[src/design/mlr_pkg.sv]
// Package for the multichannel linear resampler.
// Holds word types, controller command types, register indexes and constants.
// No dependencies.
package mlr_pkg;

  localparam int unsigned NumChannels = 8;
  localparam int unsigned NchMax      = 8;
  localparam int unsigned FrameLen    = 64;
  localparam int unsigned FramePosW   = (FrameLen > 1) ? $clog2(FrameLen) : 1;

  localparam int unsigned SampleW = 32;
  localparam int unsigned GainW   = 32;
  localparam int unsigned AudioW  = 24;
  localparam int unsigned PhaseW  = 17;
  localparam int unsigned CfgIdxW = 3;
  localparam int unsigned CfgDataW = 64;
  localparam int unsigned CountW  = 6;

  localparam logic [PhaseW-1:0] PhaseOne  = 17'h10000;
  localparam logic [PhaseW-1:0] MinInc    = 17'd2048;
  localparam logic [CountW-1:0] MaxResults = 6'd32;

  localparam logic [PhaseW-1:0]   PhaseIncReset = 17'h10000;
  localparam logic [CfgDataW-1:0] GainPairReset = 64'h0100_0000_0100_0000;

  typedef enum logic [CfgIdxW-1:0] {
    CFG_PHASE_INC = 3'd0,
    CFG_GAIN_A    = 3'd1,
    CFG_GAIN_B    = 3'd2,
    CFG_GAIN_C    = 3'd3,
    CFG_GAIN_D    = 3'd4
  } cfg_idx_e;

  typedef struct packed {
    logic signed [SampleW-1:0] sample_ch1;
    logic signed [SampleW-1:0] sample_ch2;
    logic signed [SampleW-1:0] sample_ch3;
    logic signed [SampleW-1:0] sample_ch4;
    logic signed [SampleW-1:0] sample_ch5;
    logic signed [SampleW-1:0] sample_ch6;
    logic signed [SampleW-1:0] sample_ch7;
    logic signed [SampleW-1:0] sample_ch8;
  } in_word_t;

  typedef struct packed {
    logic signed [AudioW-1:0] audio_ch1;
    logic signed [AudioW-1:0] audio_ch2;
    logic signed [AudioW-1:0] audio_ch3;
    logic signed [AudioW-1:0] audio_ch4;
    logic signed [AudioW-1:0] audio_ch5;
    logic signed [AudioW-1:0] audio_ch6;
    logic signed [AudioW-1:0] audio_ch7;
    logic signed [AudioW-1:0] audio_ch8;
    logic                     frame_end;
  } out_word_t;

  // Controller to datapath
  typedef struct packed {
    logic              load_prod;
    logic              load_cur;
    logic              commit;
    logic [PhaseW-1:0] phase;
  } dp_cmd_t;

  // Top level to controller
  typedef struct packed {
    logic in_valid;
    logic out_free;
  } ctrl_stat_t;

endpackage

[src/design/mlr_ctrl.sv]
// Controller for the multichannel linear resampler.
// Sequences scaling, interpolation and commit; owns phase and frame counters.
// Depends on mlr_pkg.
module mlr_ctrl (
  input  logic                        clk_i,
  input  logic                        rst_ni,
  input  mlr_pkg::ctrl_stat_t         stat_i,
  input  logic [mlr_pkg::PhaseW-1:0]  phase_inc_i,
  output mlr_pkg::dp_cmd_t            cmd_o,
  output logic                        idle_o,
  output logic                        emit_o,
  output logic                        frame_end_o
);

  typedef enum logic [3:0] {
    ST_IDLE   = 4'b0001,
    ST_MUL    = 4'b0010,
    ST_EMIT   = 4'b0100,
    ST_COMMIT = 4'b1000
  } state_e;

  state_e                          state_q, state_d;
  logic [mlr_pkg::PhaseW-1:0]      phase_q, phase_d;
  logic [mlr_pkg::FramePosW-1:0]   frame_q, frame_d;
  logic [mlr_pkg::CountW-1:0]      count_q, count_d;
  logic                            have_prev_q, have_prev_d;
  logic [mlr_pkg::PhaseW-1:0]      inc_eff;
  logic                            more;
  logic                            last_in_frame;

  // clamp the increment into 1/32 .. 1
  always_comb begin
    if (phase_inc_i < mlr_pkg::MinInc) begin
      inc_eff = mlr_pkg::MinInc;
    end else if (phase_inc_i > mlr_pkg::PhaseOne) begin
      inc_eff = mlr_pkg::PhaseOne;
    end else begin
      inc_eff = phase_inc_i;
    end
  end

  assign more = (phase_q < mlr_pkg::PhaseOne) && (count_q != mlr_pkg::MaxResults);
  assign last_in_frame = (frame_q == mlr_pkg::FramePosW'(mlr_pkg::FrameLen - 1));

  always_comb begin
    state_d     = state_q;
    phase_d     = phase_q;
    frame_d     = frame_q;
    count_d     = count_q;
    have_prev_d = have_prev_q;
    emit_o      = 1'b0;
    cmd_o.load_prod = 1'b0;
    cmd_o.load_cur  = 1'b0;
    cmd_o.commit    = 1'b0;
    cmd_o.phase     = phase_q;
    case (state_q)
      ST_IDLE: begin
        if (stat_i.in_valid) begin
          cmd_o.load_prod = 1'b1;
          state_d = ST_MUL;
        end
      end
      ST_MUL: begin
        cmd_o.load_cur = 1'b1;
        count_d = '0;
        state_d = have_prev_q ? ST_EMIT : ST_COMMIT;
      end
      ST_EMIT: begin
        if (!more) begin
          state_d = ST_COMMIT;
        end else if (stat_i.out_free) begin
          emit_o  = 1'b1;
          phase_d = phase_q + inc_eff;
          count_d = count_q + 1'b1;
          frame_d = last_in_frame ? '0 : frame_q + 1'b1;
        end
      end
      ST_COMMIT: begin
        cmd_o.commit = 1'b1;
        phase_d      = have_prev_q ? (phase_q - mlr_pkg::PhaseOne) : '0;
        have_prev_d  = 1'b1;
        state_d      = ST_IDLE;
      end
      default: begin
        state_d = ST_IDLE;
      end
    endcase
  end

  assign idle_o      = (state_q == ST_IDLE);
  assign frame_end_o = last_in_frame;

  always_ff @(posedge clk_i or negedge rst_ni) begin
    if (!rst_ni) begin
      state_q     <= ST_IDLE;
      phase_q     <= '0;
      frame_q     <= '0;
      count_q     <= '0;
      have_prev_q <= 1'b0;
    end else begin
      state_q     <= state_d;
      phase_q     <= phase_d;
      frame_q     <= frame_d;
      count_q     <= count_d;
      have_prev_q <= have_prev_d;
    end
  end

endmodule

[config.mk]
export PLATFORM = sky130hd
export DESIGN_NAME = mlr_ctrl
export DESIGN_NICKNAME = d
export VERILOG_FILES = /design/src/design/mlr_pkg.sv /design/src/design/mlr_ctrl.sv
export SDC_FILE = /design/constraint.sdc
export NUM_CORES = 1
export LEC_CHECK = 0
export ABC_AREA = 1
export BUFFER_PORTS_ARGS = -buffer_cell sky130_fd_sc_hd__buf_2
export CAP_MARGIN = 20
export CELL_PAD_IN_SITES_DETAIL_PLACEMENT = 1
export CELL_PAD_IN_SITES_GLOBAL_PLACEMENT = 1
export CORE_ASPECT_RATIO = 1.4
export CORE_MARGIN = 2
export CORE_UTILIZATION = 41
export DETAILED_ROUTE_END_ITERATION = 8
export PLACE_DENSITY = 0.9
export SYNTH_ARGS = -nofsm -noshare
export SYNTH_HDL_FRONTEND = slang
export SYNTH_SLANG_ARGS = --single-unit
[constraint.sdc]
create_clock -name clk_i -period 2.05 [get_ports clk_i]
set_input_delay 0.41 -clock clk_i [delete_from_list [all_inputs] [get_ports clk_i]]
set_output_delay 0.41 -clock clk_i [all_outputs]
set_load 0.03 [all_outputs]
# ---- Word level (Yosys, flattened, before mapping)
# Index checks and enable logic that the tools add are counted.
dict set report word_totals {
  rom_bits 0
  ff_bits 34
  n_memories 0
  elab_cells 50
  latch_bits 0
  mem_bits_rw 0
}
dict set report op_classes {
  div 0
  n_reduce_logical 7
  multipliers 0
  mux 21
  n_shift 0
  magnitude_cmp 3
  addsub 4
  eq_ne 10
  bitwise_logic 0
}
# cell count
set op_table {}
lappend op_table {{17-bit two-way mux} 5}
lappend op_table {{17-bit one-hot mux with 2 select lines} 1}
lappend op_table {{6-bit two-way mux} 3}
lappend op_table {{17-bit adder} 1}
lappend op_table {{17-bit greater-than comparator (second input constant)} 1}
lappend op_table {{17-bit by 12-bit < comparator with 1-bit output (second input constant)} 1}
lappend op_table {{17-bit < comparator (second input constant)} 1}
lappend op_table {{17-bit subtractor (second input constant)} 1}
lappend op_table {{6-bit by 1-bit adder with 6-bit output (second input constant)} 2}
lappend op_table {{4-bit two-way mux} 3}
lappend op_table {{4-bit one-hot mux with 3 select lines} 1}
lappend op_table {{6-bit one-hot mux with 2 select lines} 1}
lappend op_table {{3-bit AND reduction} 3}
lappend op_table {{2-bit inequality test (second input constant)} 4}
lappend op_table {{1-bit two-way mux} 7}
lappend op_table {{6-bit == test (second input constant)} 1}
lappend op_table {{6-bit inequality test (second input constant)} 1}
lappend op_table {{4-bit by 1-bit == test with 1-bit output (second input constant)} 1}
lappend op_table {{4-bit by 2-bit == test with 1-bit output (second input constant)} 1}
lappend op_table {{4-bit by 3-bit == test with 1-bit output (second input constant)} 1}
lappend op_table {{4-bit == test (second input constant)} 1}
lappend op_table {{2-bit nonzero test} 2}
lappend op_table {{2-bit AND reduction} 1}
lappend op_table {{1-bit logical AND} 1}

# ---- Depth between registers and ports, before layout
# Gate-level depths: netlist (run 1).
dict set report logic_depth {
  depth_word 7
  depth_mapped 20
  depth_no_buf 19
}

# ---- Worst setup path before layout (run 1)
# OpenSTA, ideal clock, no wires.
dict set report synth_path {
  kind {input-to-reg}
  startpoint {input port phase_inc_i[14] (netlist name)}
  endpoint {register phase_q[10] (netlist name)}
  arrival_ps 2415
  path_buffers 1
  setup_slack_ps -441
  path_stages 20
  setup_ps 76
  cell_sequence {inv_1 > nand3_1 > inv_1 > nand4_1 > nand2_1 > inv_1 > clkbuf_1 > nor2_1 > ha_1 > fa_1 > nand2_1 > nand2_1 > and2_1 > nand2_1 > nand2_1 > nand2_1 > nand2_1 > nand2_1 > nand2_1 > o21ai_1}
}
dict set report synth_via {
  elab_chain_len 7
  elab_cells_between_ends 8
  cone_classes {add/sub: 1; order compare: 2; mux: 5}
}
# element line
set synth_rtl {}
lappend synth_rtl {{from (decl)} mlr_ctrl.sv:8} ;# input logic [mlr_pkg::PhaseW-1:0] phase_inc_i,
lappend synth_rtl {{17-bit greater-than comparator} mlr_ctrl.sv:35} ;# end else if (phase_inc_i > mlr_pkg::PhaseOne) begin
lappend synth_rtl {{17-bit two-way mux} mlr_ctrl.sv:35}
lappend synth_rtl {{17-bit two-way mux *} mlr_ctrl.sv:33} ;# if (phase_inc_i < mlr_pkg::MinInc) begin
lappend synth_rtl {{17-bit adder *} mlr_ctrl.sv:73} ;# phase_d = phase_q + inc_eff;
lappend synth_rtl {{17-bit two-way mux *} mlr_ctrl.sv:71} ;# end else if (stat_i.out_free) begin
lappend synth_rtl {{17-bit two-way mux *} mlr_ctrl.sv:69} ;# if (!more) begin
lappend synth_rtl {{17-bit one-hot mux with 2 select lines *} mlr_ctrl.sv:56} ;# case (state_q)
lappend synth_rtl {{to (signal assigned)} mlr_ctrl.sv:102} ;# phase_q <= phase_d;
lappend synth_rtl {{to (decl)} mlr_ctrl.sv:23} ;# logic [mlr_pkg::PhaseW-1:0] phase_q, phase_d;
# Every way passes the cells marked *; elsewhere a longest branch is shown, timed or not. The select of a mux whose other input is x is not followed.
# A chain may end at the register's enable or synchronous reset.

# ---- Worst setup path after layout (run 1)
dict set report layout_path {
  startpoint {input port phase_inc_i[3] (netlist name)}
  endpoint {register phase_q[16] (netlist name)}
}
# Same word-level chain as after synthesis.

==> run_results.csv, run 1 <==
group,metric,value,unit
outcome,status,"finished with violations",
outcome,violations,"setup timing",
worst_setup_path,path_common_cell,"nand2_1",
worst_setup_path,crit_required,2.28,ns
drt,drcViolationCount,0,
global_routing,antenna_found_initial,0,
drt,drtAntennaViolNets,0,
job,maxCapViolCount,0,
final_layout,final_cells,549,
clock_network,cts_buffer_depth,2,
yosys,syn_area,0.002615,mm^2
timing,hold_slack,0.1856,ns
final_layout,nets,517,
timing,hold_viol_final,0,
timing,maxSlewHeadroom,42.92,%
drt,wl_per_cell,28.48,um
worst_setup_path,max_stage_delay,0.28,ns
final_layout,fin_area,0.004202,mm^2
final_layout,nFillCells,737,
placed_design,port_buffers,43,
placed_design,postPlaceCellArea,0.003284,mm^2
pwr,ir_drop,0.8471,mV
yosys,synth-warning-count,0,
worst_setup_path,critPathCaptureType,"flop",
yosys,synth_compound_area_share,10.43,%
yosys,synth-simple-area-share,34.35,%
clock_network,postCtsHoldBufs,0,
yosys,synth_fa_ha_area_share,9.856,%
timing,skew,0.02642,ns
yosys,synth_cell_types,36,
timing,worst_slew_pin_slew,0.8561,ns
die,core,0.006211,mm^2
clock_network,cts.sinks,34,
placed_design,placed_cells,526,
clock_network,cts_buffers,5,
timing,fin_crit,2.669,ns
drt,routed_wl,15640,um
worst_setup_path,worstSetupPathDepth,16,
die,die_width,71.50,um
global_routing,grt_first_pass_wirelength,18910,um
drt,dr_wl_met3,1172,um
final_layout,layout_commonest_cell,"nand2_1",
global_routing,track_usage,35.38,%
timing,fin_setup_tns,-5.766,ns
die,ioPinCount,44,
worst_setup_path,rr_endpoint,"phase_q[10]",
clock_network,cts_root_buf,"clkbuf_8",
final_layout,area_growth,60.67,%
final_layout,final_cell_mix,"78 x nand2_1, 56 x buf_4, 36 x inv_1, 36 x buf_2, 32 x dfrtp_1",
worst_setup_path,critical_path_class,"input port to flop",
die,rows,34,
timing,slew_violations,0,
yosys,synthesis.nets,412,
die,die_area,0.007042,mm^2
yosys,synth_top_family_by_area,"simple AND/OR/NAND/NOR gates",
drt,vias_per_cell,6.364,
yosys,seq_area_frac_synth,32.58,%
clock_network,insertion_delay,0.33,ns
yosys,yosys.area_share.xor_xnor,4.019,%
die,die_h,98.50,um
timing,setup_viol,16,
worst_setup_path,crit_path_end,"phase_q[16]",
worst_setup_path,r2r_setup_slack,0,ns
yosys,synth_cells,371,
worst_setup_path,crit_family,"simple AND/OR/NAND/NOR gates",
placed_design,place_ws,-0.6705,ns
pwr,p_per_area,951.0,mW/mm^2
global_routing,grt_overflow_total,0,
worst_setup_path,reg2regPathDepth,12,
timing,rsz0062_at_grt,"yes",
drt,dr_wl_met2,7623,um
clock_network,cts.clk_slew.worst_paths,0.10,ns
yosys,syn_avg_cell_area,7.049,um^2
die,start_util,42.10,%
drt,vias,3494,
clock_network,cts_tree,"yes",
worst_hold_path,hp-class,"input port to asynchronous set/reset pin",
final_layout,fin_util,67.65,%
pwr,p_total,3.996,mW
drt,highest_layer,"met4",
global_routing,grt_max_degree,35,
worst_setup_path,worst-path-buf-inv,2,
worst_setup_path,startpoint_type,"input port",
timing,setup_ws,-0.6192,ns
drt,firstDrtPassIters,4,
timing,max_freq,374.6,MHz
worst_setup_path,crit_slowest_cell,"nor4_4",
pwr,power_leakage,2.102,nW
placed_design,dp_hpwl,6967,um
yosys,synth.ff_latch_count,34,
yosys,muxShareOfSynthArea,0,%
worst_setup_path,crit_arrival,2.90,ns
final_layout,drive_gt1_share,50.94,%
worst_setup_path,reg2reg_from,"phase_q[0]",
drt,wl_met1,5433,um
worst_setup_path,startpoint,"phase_inc_i[3]",
drt,drt_iter0_markers,215,
worst_setup_path,crit_chain,"buf_8 -> nor4_4 -> nand4_1 -> nand2_4 -> inv_8 -> nor2_4 -> ha_4 -> nand2_1 -> nand2_1 -> nand2_2 -> nand2_1 -> a21oi_2 -> nand2_1 -> nand2_1 -> nand3_2 -> a21oi_2",
global_routing,grt_pass1_vias,3666,
timing,fin_crit_sh,130.2,%
placed_design,gp_congestion,0.9063,
final_layout,diodes,0,
clock_network,htree_levels,2,
worst_setup_path,crit_fanout,6,
-- flip-flops by register name (all words and copies together) (netlist names) --
signal and count:
count_q 6, frame_q 6, have_prev_q 1, phase_q 17
state_q 4
-- synthesized netlist by cell type --
library cell,n,area (um^2)
dfstp_2,1,26.28
nor2_8,1,20.02
nand2_1,112,420.4
nor2_2,1,6.260
xor2_1,5,43.79
nand3b_1,2,15.01
nor2_1,35,131.4
dfrtp_1,33,825.8
fa_1,1,20.02
a21oi_1,20,100.1
inv_2,3,11.26
nand4_1,4,25.02
inv_1,44,165.2
buf_4,1,7.510
xnor2_1,7,61.31
o21ai_2,2,17.52
clkbuf_1,2,7.510
a21oi_2,2,17.52
o21ai_0,16,80.08
nand2_2,1,6.260
nor3_1,7,35.03
or2_0,1,6.260
or2_2,1,6.260
nor4_1,6,37.54
o21ai_1,4,20.02
buf_6,2,22.52
ha_1,19,237.7
nor3_2,1,10.01
nand2_4,1,11.26
o21a_1,2,15.01
nand3_1,28,140.1
and2_1,1,6.260
o21bai_1,2,15.01
nand4_4,1,21.27
buf_8,1,15.01
o31ai_1,1,7.510
-- area by class of cell --
| cell class | count | area (um^2) | area share, % |
|---|---|---|---|
| Clock buffer | 7 | 76.32 | 1.817 |
| Clock inverter | 1 | 30.03 | 0.7147 |
| Inverter | 47 | 188.9 | 4.497 |
| Multi-Input combinational cell | 284 | 2223 | 52.92 |
| Sequential cell | 34 | 853.3 | 20.31 |
| Tap cell | 72 | 90.09 | 2.144 |
| Timing Repair Buffer | 103 | 728.2 | 17.33 |
| Timing Repair inverter | 1 | 11.26 | 0.2680 |
-- where the power goes --
part	internal, mW	switching, mW	leakage (nW)	total, mW
Sequential	0.834	0.238	0.457	1.07
Combinational	0.869	1.38	1.59	2.25
Clock	0.365	0.308	0.0524	0.673
Total	2.07	1.93	2.10	4.00
-- worst reg2reg max path, cell delays in order, from the launching register on --
cell	delay, ns
dfrtp_1	0.43
ha_4	0.20
fa_2	0.37
nand2_2	0.09
nand2_2	0.08
and2_4	0.18
nand2_4	0.08
nand2_8	0.08
nand2_2	0.10
nand2_2	0.08
nand2_2	0.07
nand2_1	0.06
o21ai_1	0.18
-- worst min-delay path by stage --
stage,startpoint,to
after floorplan,rst_ni,count_q[0]
after global routing,rst_ni,phase_q[8]
final,rst_ni,phase_q[8]
after global placement,frame_q[1],frame_q[1]
after CTS,rst_ni,phase_q[8]
after detailed placement,frame_q[4],frame_q[4]
-- layer usage --
metal	global-route usage (%)	vias up
li1	-	1412
met1	36.36	1710
met2	63.75	254
met3	6.544	118
met4	23.22	0
met5	0	-
-- what timing repair did --
action / CTS / global route
gates resized for setup: 95 / 68
gates cloned: 1 / 0
pin swaps: 21 / 41
buffers inserted: 4 / 13
setup endpoints to repair: 15 / 17
-- cell families after synthesis --
group	count (synthesis)
xor+xnor	12
simple gates	203
flops	34
buf+inv	53
compound gates	49
fa+ha+maj	20
(Power assumes the default switching activity.)
==> run 2, diff against run 1 <==
--- a/config.mk
+++ b/config.mk
@@ -10,7 +10,6 @@
 export CAP_MARGIN = 20
 export CELL_PAD_IN_SITES_DETAIL_PLACEMENT = 1
 export CELL_PAD_IN_SITES_GLOBAL_PLACEMENT = 1
-export CORE_ASPECT_RATIO = 1.4
 export CORE_MARGIN = 2
 export CORE_UTILIZATION = 41
 export DETAILED_ROUTE_END_ITERATION = 8
==> run_results.csv, run 2 (synthesized netlist as in run 1, its figures left out) <==
group,metric,value,unit
final_layout,diodes,0,
worst_setup_path,worst-path-buf-inv,3,
global_routing,grt_pass1_vias,3758,
final_layout,fin_area,0.004304,mm^2
worst_setup_path,crit_family,"simple AND/OR/NAND/NOR gates",
final_layout,area_growth,64.59,%
die,core,0.006241,mm^2
timing,hold_slack,0.1010,ns
global_routing,grt_first_pass_wirelength,21020,um
placed_design,postPlaceCellArea,0.003253,mm^2
outcome,status,"finished with violations",
timing,fin_crit_sh,120.6,%
pwr,p_per_area,993.9,mW/mm^2
pwr,power_leakage,2.116,nW
drt,drtAntennaViolNets,0,
placed_design,port_buffers,43,
outcome,violations,"setup timing",
clock_network,insertion_delay,0.32,ns
worst_setup_path,startpoint_type,"input port",
final_layout,largest_reg_flops,17,
drt,drcViolationCount,0,
placed_design,place_ws,-0.6598,ns
drt,wl_per_cell,30.24,um
timing,setup_viol,17,
drt,firstDrtPassIters,5,
timing,fin_crit,2.472,ns
worst_setup_path,critical_path_class,"input port to flop",
clock_network,cts_buffers,5,
final_layout,drive_gt1_share,51.59,%
worst_setup_path,crit_chain,"buf_8 -> nor4_4 -> nand4_1 -> nand2_4 -> inv_6 -> nor2_1 -> ha_1 -> nand2_2 -> inv_1 -> nand2_1 -> nand2_1 -> a21oi_2 -> nand2_1 -> nand2_1 -> nand3_2 -> a21oi_2",
timing,max_freq,404.6,MHz
clock_network,cts_buffer_depth,2,
timing,slew_violations,0,
die,rows,29,
worst_setup_path,crit_slowest_cell,"ha_1",
global_routing,grt_max_degree,25,
pwr,p_total,4.278,mW
global_routing,antenna_found_initial,0,
job,maxCapViolCount,0,
timing,worst_slew_pin_slew,0.6567,ns
worst_setup_path,crit_fanout,6,
worst_setup_path,max_stage_delay,0.30,ns
clock_network,cts_tree,"yes",
die,die_width,83.86,um
final_layout,top_register,"phase_q",
clock_network,cts.clk_slew.worst_paths,0.09,ns
final_layout,reg_top3,"phase_q x17, count_q x6, frame_q x6",
placed_design,dp_hpwl,6871,um
final_layout,layout_commonest_cell,"nand2_1",
worst_setup_path,crit_required,2.30,ns
worst_setup_path,path_common_cell,"nand2_1",
pwr,ir_drop,0.8003,mV
worst_setup_path,crit_arrival,2.72,ns
global_routing,track_usage,39.11,%
timing,skew,0.01925,ns
worst_hold_path,hp-class,"input port to asynchronous set/reset pin",
timing,setup_ws,-0.4217,ns
timing,maxSlewHeadroom,56.22,%
drt,drt_iter0_markers,295,
die,start_util,41.90,%
final_layout,nets,513,
placed_design,gp_congestion,0.9396,
worst_setup_path,critPathCaptureType,"flop",
die,die_h,83.86,um
die,die_area,0.007033,mm^2
timing,rsz0062_at_grt,"yes",
clock_network,htree_levels,2,
clock_network,cts.sinks,34,
global_routing,grt_overflow_total,0,
final_layout,final_cell_mix,"79 x nand2_1, 54 x buf_4, 36 x inv_1",
drt,vias,3600,
timing,fin_setup_tns,-3.978,ns
clock_network,cts_root_buf,"clkbuf_8",
die,ioPinCount,44,
drt,routed_wl,16630,um
timing,hold_viol_final,0,
drt,vias_per_cell,6.545,
[run 2: worst register-to-register path, stage by stage, from the launching register on]
cell	delay [ns]
dfrtp_1	0.43
inv_1	0.16
ha_1	0.18
nand4_1	0.18
nand4_4	0.19
buf_4	0.18
o21ai_2	0.08
inv_2	0.32
nand2_1	0.15
o21ai_2	0.13
[run 2: final cells by class]
class,count,area (um^2)
Clock buffer,5,68.82
Clock inverter,3,68.82
Fill cell,699,1937
Inverter,47,193.9
Multi-Input combinational cell,284,2317
Sequential cell,34,853.3
Tap cell,77,96.34
Timing Repair Buffer,99,696.9
Timing Repair inverter,1,8.758
[run 2: layer usage]
layer  wire (um)  vias to the layer above  part of all wire (%)  global-route usage (%)
li1            -                     1408                     -                       -
met1        5936                     1753                    36                   44.00
met2        7904                      325                    48                   67.78
met3        1576                      114                   9.5                   8.902
met4        1217                        0                   7.3                   22.14
met5           0                        -                     0                       0
[run 2: timing repair]
action	CTS	global route
hold buffers	0	0
pin swaps	29	27
resized for setup	102	75
endpoints found under the setup margin	15	24
buffers inserted	7	8
cloned	1	0
[run 2: stage by stage]
step	util, %	cells
final	68.97	550
after detailed placement	52.13	526
after floorplan	-	371
after global placement	52.13	526
after CTS	62.69	542
after global routing	68.97	550
[run 2: report_power, final]
| part | total [mW] | switching [mW] | internal, mW |
|---|---|---|---|
| registers | 1.12 | 0.285 | 0.834 |
| clock network | 0.815 | 0.326 | 0.488 |
| logic | 2.34 | 1.48 | 0.860 |
[run 2: worst paths after layout]
check / startpoint / end / slack (ns) / depth (start not counted)
min reg2reg: frame_q[2] / frame_q[2] / 0.56 / 1
max reg2reg: count_q[0] / phase_q[7] / -0.04 / 9
min in group clk_i: stat_i[1] / state_q[1] / 0.48 / 3
max in group asynchronous: rst_ni / state_q[0] / 1.29 / 2
max: phase_inc_i[10] / phase_q[16] / -0.42 / 16
min: rst_ni / phase_q[12] / 0.10 / 1
